--- config.mk ---
export PLATFORM = sky130hd
export DESIGN_NAME = masked_byte_pattern_scanner_flat
export DESIGN_NICKNAME = d
export VERILOG_FILES = /design/src/sv/mbps_pkg.sv /design/src/sv/mbps_if.sv /design/src/sv/mbps_cell.sv /design/src/sv/masked_byte_pattern_scanner.sv /design/src/flat_wrapper.sv
export SDC_FILE = /design/constraint.sdc
export NUM_CORES = 2
export LEC_CHECK = 0
export BUFFER_PORTS_ARGS = -buffer_cell sky130_fd_sc_hd__buf_4
export CORE_MARGIN = 4
export CORE_UTILIZATION = 57
export DETAILED_ROUTE_END_ITERATION = 8
export GPL_TIMING_DRIVEN = 0
export MAX_ROUTING_LAYER = met4
export PLACE_DENSITY = 0.78
export RECOVER_POWER = 100
export SKIP_CTS_REPAIR_TIMING = 1
export SLEW_MARGIN = 20
export SYNTH_ARGS = -nofsm -noshare
export SYNTH_HDL_FRONTEND = slang
export SYNTH_SLANG_ARGS = --single-unit
--- constraint.sdc ---
create_clock -name clk -period 5.4 [get_ports clk]
set_input_delay 0.54 -clock clk [delete_from_list [all_inputs] [get_ports clk]]
set_output_delay 0.54 -clock clk [all_outputs]
set_load 0.005 [all_outputs]
--- src/sv/mbps_pkg.sv ---
// Package for the masked byte pattern scanner.
// Holds the register index codes, field widths and the per-cell control struct.
// No dependencies.
package mbps_pkg;

  localparam int CFG_INDEX_W = 3;
  localparam int CFG_DATA_W  = 64;
  localparam int ADDR_W      = 64;
  localparam int LEN_W       = 5;
  localparam int STEP_W      = 5;
  localparam int PHASE_W     = 4;
  localparam int MASK_W      = 16;

  localparam logic [CFG_INDEX_W-1:0] REG_PATTERN_LOW    = 3'd0;
  localparam logic [CFG_INDEX_W-1:0] REG_PATTERN_HIGH   = 3'd1;
  localparam logic [CFG_INDEX_W-1:0] REG_PATTERN_LENGTH = 3'd2;
  localparam logic [CFG_INDEX_W-1:0] REG_COMPARE_MASK   = 3'd3;
  localparam logic [CFG_INDEX_W-1:0] REG_ALIGNMENT_STEP = 3'd4;
  localparam logic [CFG_INDEX_W-1:0] REG_REGION_BASE    = 3'd5;

  localparam logic [MASK_W-1:0] COMPARE_MASK_RESET   = 16'hFFFF;
  localparam logic [STEP_W-1:0] ALIGNMENT_STEP_RESET = 5'd1;
  localparam logic [STEP_W-1:0] STEP_TOP             = 5'd16;

  // Control for one window cell: the pattern byte lined up with it, whether
  // it is compared, and whether it holds the first byte of a candidate.
  typedef struct packed {
    logic [7:0] pattern;
    logic       care;
    logic       anchor;
  } cell_ctrl_t;

endpackage

--- src/sv/mbps_if.sv ---
// Stream interfaces of the masked byte pattern scanner.
// Byte channel into the block and match channel out of it; uses mbps_pkg.
interface mbps_byte_if;
  logic       valid;
  logic       ready;
  logic [7:0] data_byte;
  logic       last_byte;

  modport source(output valid, output data_byte, output last_byte, input ready);
  modport sink(input valid, input data_byte, input last_byte, output ready);
endinterface

interface mbps_match_if;
  logic                       valid;
  logic                       ready;
  logic                       found;
  logic [mbps_pkg::ADDR_W-1:0] match_address;
  logic                       region_done;

  modport source(output valid, output found, output match_address,
                 output region_done, input ready);
  modport sink(input valid, input found, input match_address,
               input region_done, output ready);
endinterface

--- src/sv/mbps_cell.sv ---
// One cell of the scan window: holds one byte and its alignment flag.
// Uses mbps_pkg::cell_ctrl_t; instantiated in a row by the top level.
module mbps_cell (
  input  logic                 clk,
  input  logic                 rst,
  input  logic                 shift,
  input  logic                 clear,
  input  mbps_pkg::cell_ctrl_t ctrl,
  input  logic [7:0]           byte_in,
  input  logic                 flag_in,
  output logic [7:0]           byte_q,
  output logic                 flag_q,
  output logic                 ok
);

  // Judge the byte that enters this cell on the current beat.
  assign ok = (!ctrl.care || (byte_in == ctrl.pattern)) && (!ctrl.anchor || flag_in);

  always_ff @(posedge clk) begin
    if (rst) begin
      byte_q <= '0;
      flag_q <= 1'b0;
    end else if (shift) begin
      if (clear) begin
        byte_q <= '0;
        flag_q <= 1'b0;
      end else begin
        byte_q <= byte_in;
        flag_q <= flag_in;
      end
    end
  end

endmodule

--- src/sv/masked_byte_pattern_scanner.sv ---
// Top level of the masked byte pattern scanner.
// Depends on mbps_pkg, the interfaces in mbps_if.sv and the mbps_cell row.
//
// Usage:
//   byte_ch carries one region byte per beat in address order; last_byte marks
//   the final byte of a region. match_ch returns one beat for every byte that
//   completes a match (found = 1, match_address = region base plus the start
//   offset) and one for every last byte (region_done = 1); both may share a
//   beat. Bytes that produce neither give no beat.
//   The configuration port (cfg_we, cfg_index, cfg_data) writes the pattern,
//   length, compare mask, alignment step and region base; write it only while
//   the block is idle.
// Timing:
//   The row of MAX_PATTERN cells compares the whole window against the pattern
//   as each byte enters, so one byte is taken every cycle unless a match_ch
//   stall has filled both stages. A result passes two register stages on its
//   way to match_ch: one for the compare and offset subtract, one for the
//   64-bit base add in the output register.
// Reset and stall:
//   Reset clears the window, offset and phase and loads register defaults
//   (compare mask all ones, step one, others zero). When match_ch stalls, the
//   output register holds its beat and one more result waits in the compare
//   stage; byte_ch stays ready until both are full.
module masked_byte_pattern_scanner #(
  parameter int MAX_PATTERN = 16,
  parameter int OFFSET_BITS = 32
) (
  input  logic                             clk,
  input  logic                             rst,
  mbps_byte_if.sink                        byte_ch,
  mbps_match_if.source                     match_ch,
  input  logic                             cfg_we,
  input  logic [mbps_pkg::CFG_INDEX_W-1:0] cfg_index,
  input  logic [mbps_pkg::CFG_DATA_W-1:0]  cfg_data
);

  // Configuration registers.
  logic [63:0]                      pattern_low;
  logic [63:0]                      pattern_high;
  logic [mbps_pkg::LEN_W-1:0]       pattern_length;
  logic [mbps_pkg::MASK_W-1:0]      compare_mask;
  logic [mbps_pkg::STEP_W-1:0]      alignment_step;
  logic [mbps_pkg::ADDR_W-1:0]      region_base;

  always_ff @(posedge clk) begin
    if (rst) begin
      pattern_low    <= '0;
      pattern_high   <= '0;
      pattern_length <= '0;
      compare_mask   <= mbps_pkg::COMPARE_MASK_RESET;
      alignment_step <= mbps_pkg::ALIGNMENT_STEP_RESET;
      region_base    <= '0;
    end else if (cfg_we) begin
      case (cfg_index)
        mbps_pkg::REG_PATTERN_LOW:    pattern_low    <= cfg_data;
        mbps_pkg::REG_PATTERN_HIGH:   pattern_high   <= cfg_data;
        mbps_pkg::REG_PATTERN_LENGTH: pattern_length <= cfg_data[mbps_pkg::LEN_W-1:0];
        mbps_pkg::REG_COMPARE_MASK:   compare_mask   <= cfg_data[mbps_pkg::MASK_W-1:0];
        mbps_pkg::REG_ALIGNMENT_STEP: alignment_step <= cfg_data[mbps_pkg::STEP_W-1:0];
        mbps_pkg::REG_REGION_BASE:    region_base    <= cfg_data;
        default: ;
      endcase
    end
  end

  // Effective length and step: clamp the length to the row, map a zero step
  // to one and cap the step at sixteen.
  logic [mbps_pkg::LEN_W-1:0]  len_eff;
  logic [mbps_pkg::LEN_W-1:0]  len_m1;
  logic [mbps_pkg::STEP_W-1:0] step_eff;
  logic [127:0]                pattern_all;

  assign len_eff = (pattern_length > mbps_pkg::LEN_W'(MAX_PATTERN)) ?
                   mbps_pkg::LEN_W'(MAX_PATTERN) : pattern_length;
  assign len_m1  = len_eff - mbps_pkg::LEN_W'(1);
  assign step_eff = (alignment_step == '0) ? mbps_pkg::STEP_W'(1) :
                    (alignment_step > mbps_pkg::STEP_TOP) ? mbps_pkg::STEP_TOP :
                    alignment_step;
  assign pattern_all = {pattern_high, pattern_low};

  // Handshake and pipeline control.
  logic byte_acc;
  logic s1_valid;
  logic out_valid;
  logic out_free;
  logic s1_take;

  assign out_free = !out_valid || match_ch.ready;
  assign s1_take  = s1_valid && out_free;
  assign byte_ch.ready = !s1_valid || out_free;
  assign byte_acc = byte_ch.valid && byte_ch.ready;

  // Region position: offset of the current byte and its phase within the step.
  logic [OFFSET_BITS-1:0]       offset;
  logic [mbps_pkg::PHASE_W-1:0] phase;
  logic [mbps_pkg::STEP_W-1:0]  phase_inc;

  assign phase_inc = {1'b0, phase} + mbps_pkg::STEP_W'(1);

  always_ff @(posedge clk) begin
    if (rst) begin
      offset <= '0;
      phase  <= '0;
    end else if (byte_acc) begin
      if (byte_ch.last_byte) begin
        offset <= '0;
        phase  <= '0;
      end else begin
        // Hold the offset once it reaches its top value.
        if (offset != '1) begin
          offset <= offset + OFFSET_BITS'(1);
        end
        phase <= (phase_inc >= step_eff) ? '0 : phase_inc[mbps_pkg::PHASE_W-1:0];
      end
    end
  end

  // Line the pattern up with the window: cell k holds the byte that pattern
  // byte (len - 1 - k) must match; the cell at len - 1 holds the start byte.
  mbps_pkg::cell_ctrl_t cell_ctrl [MAX_PATTERN];

  always_comb begin
    logic [mbps_pkg::LEN_W-1:0] pidx;
    for (int k = 0; k < MAX_PATTERN; k++) begin
      pidx = len_m1 - mbps_pkg::LEN_W'(k);
      cell_ctrl[k].pattern = pattern_all[{pidx[3:0], 3'b000} +: 8];
      cell_ctrl[k].care    = (mbps_pkg::LEN_W'(k) < len_eff) && compare_mask[pidx[3:0]];
      cell_ctrl[k].anchor  = (len_eff != '0) && (mbps_pkg::LEN_W'(k) == len_m1);
    end
  end

  // The cell row: each cell passes its byte and flag to the next on a beat.
  logic [7:0]             cell_byte [MAX_PATTERN];
  logic [MAX_PATTERN-1:0] cell_flag;
  logic [MAX_PATTERN-1:0] cell_ok;

  for (genvar k = 0; k < MAX_PATTERN; k++) begin : g_cell
    logic [7:0] byte_in;
    logic       flag_in;
    if (k == 0) begin : g_head
      assign byte_in = byte_ch.data_byte;
      assign flag_in = (phase == '0);
    end else begin : g_link
      assign byte_in = cell_byte[k-1];
      assign flag_in = cell_flag[k-1];
    end
    mbps_cell u_cell (
      .clk     (clk),
      .rst     (rst),
      .shift   (byte_acc),
      .clear   (byte_ch.last_byte),
      .ctrl    (cell_ctrl[k]),
      .byte_in (byte_in),
      .flag_in (flag_in),
      .byte_q  (cell_byte[k]),
      .flag_q  (cell_flag[k]),
      .ok      (cell_ok[k])
    );
  end

  // Match decision: a nonempty pattern whose bytes all lie in this region.
  logic                   hit;
  logic [OFFSET_BITS-1:0] len_m1_ext;

  assign len_m1_ext = OFFSET_BITS'(len_m1[3:0]);
  assign hit = (len_eff != '0) && (offset >= len_m1_ext) && (&cell_ok);

  // Compare stage: hold one result per byte that yields a beat.
  logic                   s1_found;
  logic                   s1_done;
  logic [OFFSET_BITS-1:0] s1_start;

  always_ff @(posedge clk) begin
    if (rst) begin
      s1_valid <= 1'b0;
    end else if (byte_acc && (hit || byte_ch.last_byte)) begin
      s1_valid <= 1'b1;
    end else if (s1_take) begin
      s1_valid <= 1'b0;
    end
  end

  always_ff @(posedge clk) begin
    if (byte_acc) begin
      s1_found <= hit;
      s1_done  <= byte_ch.last_byte;
      s1_start <= offset - len_m1_ext;
    end
  end

  // Output register: add the region base and present the beat.
  logic                        out_found;
  logic                        out_done;
  logic [mbps_pkg::ADDR_W-1:0] out_addr;

  always_ff @(posedge clk) begin
    if (rst) begin
      out_valid <= 1'b0;
    end else if (s1_take) begin
      out_valid <= 1'b1;
    end else if (match_ch.ready) begin
      out_valid <= 1'b0;
    end
  end

  always_ff @(posedge clk) begin
    if (s1_take) begin
      out_found <= s1_found;
      out_done  <= s1_done;
      out_addr  <= s1_found ? region_base + mbps_pkg::ADDR_W'(s1_start) : '0;
    end
  end

  assign match_ch.valid         = out_valid;
  assign match_ch.found         = out_found;
  assign match_ch.match_address = out_addr;
  assign match_ch.region_done   = out_done;

  // Every beat sent carries a match or closes a region.
  a_beat_has_cause: assert property (@(posedge clk) disable iff (rst)
    out_valid |-> (out_found || out_done))
    else $error("result beat with neither match nor region end");

  // A waiting compare result holds while the output side is full.
  a_s1_hold: assert property (@(posedge clk) disable iff (rst)
    (s1_valid && !out_free) |=> (s1_valid && $stable(s1_start) && $stable(s1_done)))
    else $error("compare stage changed under stall");

  // The last byte of a region returns position to the start.
  a_region_restart: assert property (@(posedge clk) disable iff (rst)
    (byte_acc && byte_ch.last_byte) |=> (offset == '0 && phase == '0))
    else $error("position not cleared after region end");

  // Within a region the offset never moves backward.
  a_offset_monotonic: assert property (@(posedge clk) disable iff (rst)
    (byte_acc && !byte_ch.last_byte) |=> (offset >= $past(offset)))
    else $error("offset decreased inside a region");

endmodule
--- src/flat_wrapper.sv ---
// flat-port wrapper written by rule: the top's interface ports become plain ports
module masked_byte_pattern_scanner_flat 
#(
  parameter int MAX_PATTERN = 16,
  parameter int OFFSET_BITS = 32
)
  (clk, rst, cfg_we, cfg_index, cfg_data, byte_ch_valid, byte_ch_data_byte, byte_ch_last_byte, byte_ch_ready, match_ch_valid, match_ch_found, match_ch_match_address, match_ch_region_done, match_ch_ready);
  mbps_byte_if byte_ch_i ();
  mbps_match_if match_ch_i ();
  input  logic clk;
  input  logic rst;
  input  logic cfg_we;
  input  logic [mbps_pkg::CFG_INDEX_W-1:0] cfg_index;
  input  logic [mbps_pkg::CFG_DATA_W-1:0] cfg_data;
  input wire logic [$bits(byte_ch_i.valid)-1:0] byte_ch_valid;
  input wire logic [$bits(byte_ch_i.data_byte)-1:0] byte_ch_data_byte;
  input wire logic [$bits(byte_ch_i.last_byte)-1:0] byte_ch_last_byte;
  output wire logic [$bits(byte_ch_i.ready)-1:0] byte_ch_ready;
  output wire logic [$bits(match_ch_i.valid)-1:0] match_ch_valid;
  output wire logic [$bits(match_ch_i.found)-1:0] match_ch_found;
  output wire logic [$bits(match_ch_i.match_address)-1:0] match_ch_match_address;
  output wire logic [$bits(match_ch_i.region_done)-1:0] match_ch_region_done;
  input wire logic [$bits(match_ch_i.ready)-1:0] match_ch_ready;
  assign byte_ch_i.valid = byte_ch_valid;
  assign byte_ch_i.data_byte = byte_ch_data_byte;
  assign byte_ch_i.last_byte = byte_ch_last_byte;
  assign byte_ch_ready = byte_ch_i.ready;
  assign match_ch_valid = match_ch_i.valid;
  assign match_ch_found = match_ch_i.found;
  assign match_ch_match_address = match_ch_i.match_address;
  assign match_ch_region_done = match_ch_i.region_done;
  assign match_ch_i.ready = match_ch_ready;
  masked_byte_pattern_scanner #(.MAX_PATTERN(MAX_PATTERN), .OFFSET_BITS(OFFSET_BITS)) u_core (.clk(clk), .rst(rst), .byte_ch(byte_ch_i), .match_ch(match_ch_i), .cfg_we(cfg_we), .cfg_index(cfg_index), .cfg_data(cfg_data));
endmodule
==> run metrics <==
crit end category register; startpoint types register; CTS tree built; vias in the first global route 26900; clock latency on the worst-skew pair between 0.6 and 0.7 ns; largest net degree at the start of global routing 35; met1 usage 0.557; Synth Area in Simple Gates 0.182; multi-input logic area about 19000 um2; Max VDD drop 0.253 mV; Hold Crit Class input pin to register; RSZ-0062 raised after global routing true; Post-synth EDFFs 100; Hold Crit Depth 1; Synth area leaders dfxtp_1, mux4_2, edfxtp_1; WHS 0.136 ns; met2 Use GR 0.649; final period utilization 1.05; post-synthesis compound-gate area fraction 0.116; final setup margin -0.283 ns; Critical Path Sink u_core.s1_valid; part of the power in registers 0.431; FF-to-FF End u_core.s1_valid; die height 238 um; Power Density around 260 nW/um2; Synth Area in Adders 0.0254; initial antenna violation count 6; Clk pin slew, worst setup/hold paths about 0.07 ns; DRT iter0 DRCs 3910; post-route ant nets 0; total number of yosys warnings 0; XOR/XNOR share of the synthesized area 0.0720; number of I/O port buffers 146; overall power roughly 0.0090 W; GRT busiest layer met2; drt total wl between 100 and 150 mm; Layout Cells excl Fill 4291; CTS Root Cell clkbuf_16; first-pass GRT wire length 181 mm; worst r2r src u_core.pattern_length[1]; failing checks max-capacitance violations, max-slew violations, negative setup slack; Post-synth ARST share 0; CTS Sinks 491; fmax around 0.18 GHz; Clock Tree Buf Depth 3; filler cell count about 4300; count of cell types in the netlist 74; mux cell area share after synthesis 0.208; Avg Cell Area, Syn 9.16 um2; H-tree depth 2; Combinational Power Share 0.149; Worst-Margin Slew 1.99 ns; Post-Syn Area 30300 um2; P_int 0.00652 W; layout cells sized above 1 0.149; Clk pwr share 0.420; relative slew slack -0.328; sw frac 0.277; sequential-to-total area share from yosys stat 0.358; drt first pass iters 9; reg-to-reg slack, setup -0.28 ns; flip-flop and latch count after synthesis 491; WS Path Type register to register; CORE AREA 52600 um2; clock skew 0.0461 ns; max-cap viol count 2; most frequent cells in the layout nand2_1, dfxtp_1, a21oi_1; row cnt 84; Critical Path RT a little under 6 ns; main combinational cell family by area after synthesis multiplexers; # setup viols final 2; vias per inst 6.73; total number of vias 28900; status finished, violations left; FF+latch area ~11000 um2; grt total ovfl 0; Synth area leader dfxtp_1; Leak Pwr 12.9 nW; Die ar. 56800 um2; initial cell density of the core 0.576; pre-CTS setup slack -3.19 ns; TNS Setup -0.518 ns; Final Hold Viols 0; commonest non-fill, non-tap cell in the layout nand2_1; Layout area overhead 15.2%; Final nets 3691; Cells after Synth 3302; die width 238 um; Main synth FF type dfxtp_1; CTS Buf Count 52; placer congestion estimate 1.13; crit path from u_core.pattern_length[1]; Yosys top cell area share 0.259; min Tclk post-route 5.68 ns; path depth of the worst reg2reg path 16; sw power approximately 0.0025 W; final max-slew violation count 52; overall global routing resource usage 0.446; critical path arrival 6.21 ns; Post-route DRC 0; Critical Path Fanout Max 10; WL/cell 29.7 um; DP Wirelength about 100 mm; syn nets 3440; post-placement cell count slightly above 4000; GR Util met3 0.138; Top Ports 149
## sequential cells by signal, indices dropped and copies added (netlist names), 4 cells and up
name                           cells
u_core.g_cell.u_cell.byte_q      120
u_core.match_ch.match_address     64
u_core.pattern_high               64
u_core.pattern_low                64
u_core.region_base                64
u_core.offset                     32
u_core.s1_start                   32
u_core.compare_mask               16
u_core.g_cell.u_cell.flag_q       15
u_core.alignment_step              5
u_core.pattern_length              5
u_core.phase                       4
## Yosys cell counts (5+ instances only)
| cell | number |
|---|---|
| o22ai_1 | 26 |
| o21ai_0 | 63 |
| o21a_1 | 6 |
| nor3b_1 | 139 |
| edfxtp_1 | 100 |
| mux4_2 | 159 |
| buf_1 | 20 |
| nor3_1 | 31 |
| nor4_1 | 24 |
| nand4_1 | 31 |
| nor2_1 | 296 |
| nand2b_1 | 19 |
| inv_2 | 9 |
| dfxtp_1 | 391 |
| and2_1 | 6 |
| nor2b_1 | 22 |
| buf_4 | 5 |
| nand2_1 | 516 |
| o21bai_1 | 6 |
| xor2_1 | 121 |
| a22oi_1 | 6 |
| a21o_1 | 22 |
| a221oi_1 | 15 |
| buf_2 | 26 |
| a31oi_1 | 9 |
| mux2i_1 | 261 |
| a21oi_1 | 388 |
| clkbuf_1 | 187 |
| or3_1 | 15 |
| a211oi_1 | 8 |
| nand3b_1 | 20 |
| mux2_2 | 8 |
| and4_1 | 7 |
| o221ai_1 | 7 |
| and3_1 | 14 |
| xnor2_1 | 116 |
| inv_1 | 38 |
| nand3_1 | 29 |
| ha_1 | 55 |
## cell families (layout without fill, tap and decap cells)
kind of cell,after synthesis,in the layout
adder cells (fa/ha/maj),61,61
other,0,8
XOR/XNOR,242,242
multiplexers,428,428
AO/OA/AOI/OAI,611,611
buffers and inverters,289,582
AND/OR/NAND/NOR,1180,1180
flip-flops,491,491
## power by group through the flow
stage	Clock [W]	Combinational, W	Sequential, W
detailed placement	0	0.00120	0.00396
global placement	0	0.00119	0.00397
CTS	0.00380	0.00121	0.00388
finish	0.00379	0.00134	0.00389
floorplan	0	0.000739	0.00392
global route	0.00395	0.00139	0.00389
## layout make-up
| type | instances | share of cell area |
|---|---|---|
| antenna | 8 | 0.000574 |
| buffer | 239 | 0.0334 |
| clock buffer | 70 | 0.0425 |
| clock inverter | 26 | 0.00922 |
| inverter | 48 | 0.00545 |
| multi-input combinational | 2522 | 0.532 |
| sequential | 491 | 0.311 |
| tap | 688 | 0.0247 |
| timing repair buffer | 199 | 0.0414 |
## per-stage QoR
| step | cell area (um2) | utilization |
|---|---|---|
| floorplan | 30300 | - |
| global placement | 32200 | 0.613 |
| detailed placement | 32300 | 0.615 |
| CTS | 34100 | 0.649 |
| global route | 34900 | 0.663 |
| finish | 34900 | 0.664 |
## worst min path at each step
| stage | startpoint | endpoint | slack (ns) |
|---|---|---|---|
| floorplan | u_core.s1_done | u_core.match_ch.region_done | 0.40 |
| global placement | u_core.s1_done | u_core.match_ch.region_done | 0.40 |
| detailed placement | u_core.s1_done | u_core.match_ch.region_done | 0.41 |
| CTS | byte_ch_last_byte | u_core.s1_done | 0.09 |
| global route | byte_ch_last_byte | u_core.s1_done | 0.13 |
| finish | byte_ch_last_byte | u_core.s1_done | 0.14 |
## per-layer routing
metal / vias to the layer above / wire length (um)
li1: 12400 / -
met1: 14000 / 46300
met2: 1952 / 54900
met3: 529 / 17000
met4: 0 / 9250
met5: - / 0
## critical path, cell delays in order, from the launching register on
cell	delay, ns
dfxtp_1	0.31
clkbuf_4	0.28
buf_2	0.41
clkbuf_1	0.54
buf_1	0.73
o21ai_0	0.24
a221oi_1	0.32
nand2_1	0.18
mux2i_1	0.53
xnor2_1	0.19
nand4_1	0.10
nor4_1	0.73
a21oi_1	0.15
a211o_1	0.32
nor4_4	0.24
buf_4	0.19
o21a_1	0.11
Power figures use the tool's default switching activity.
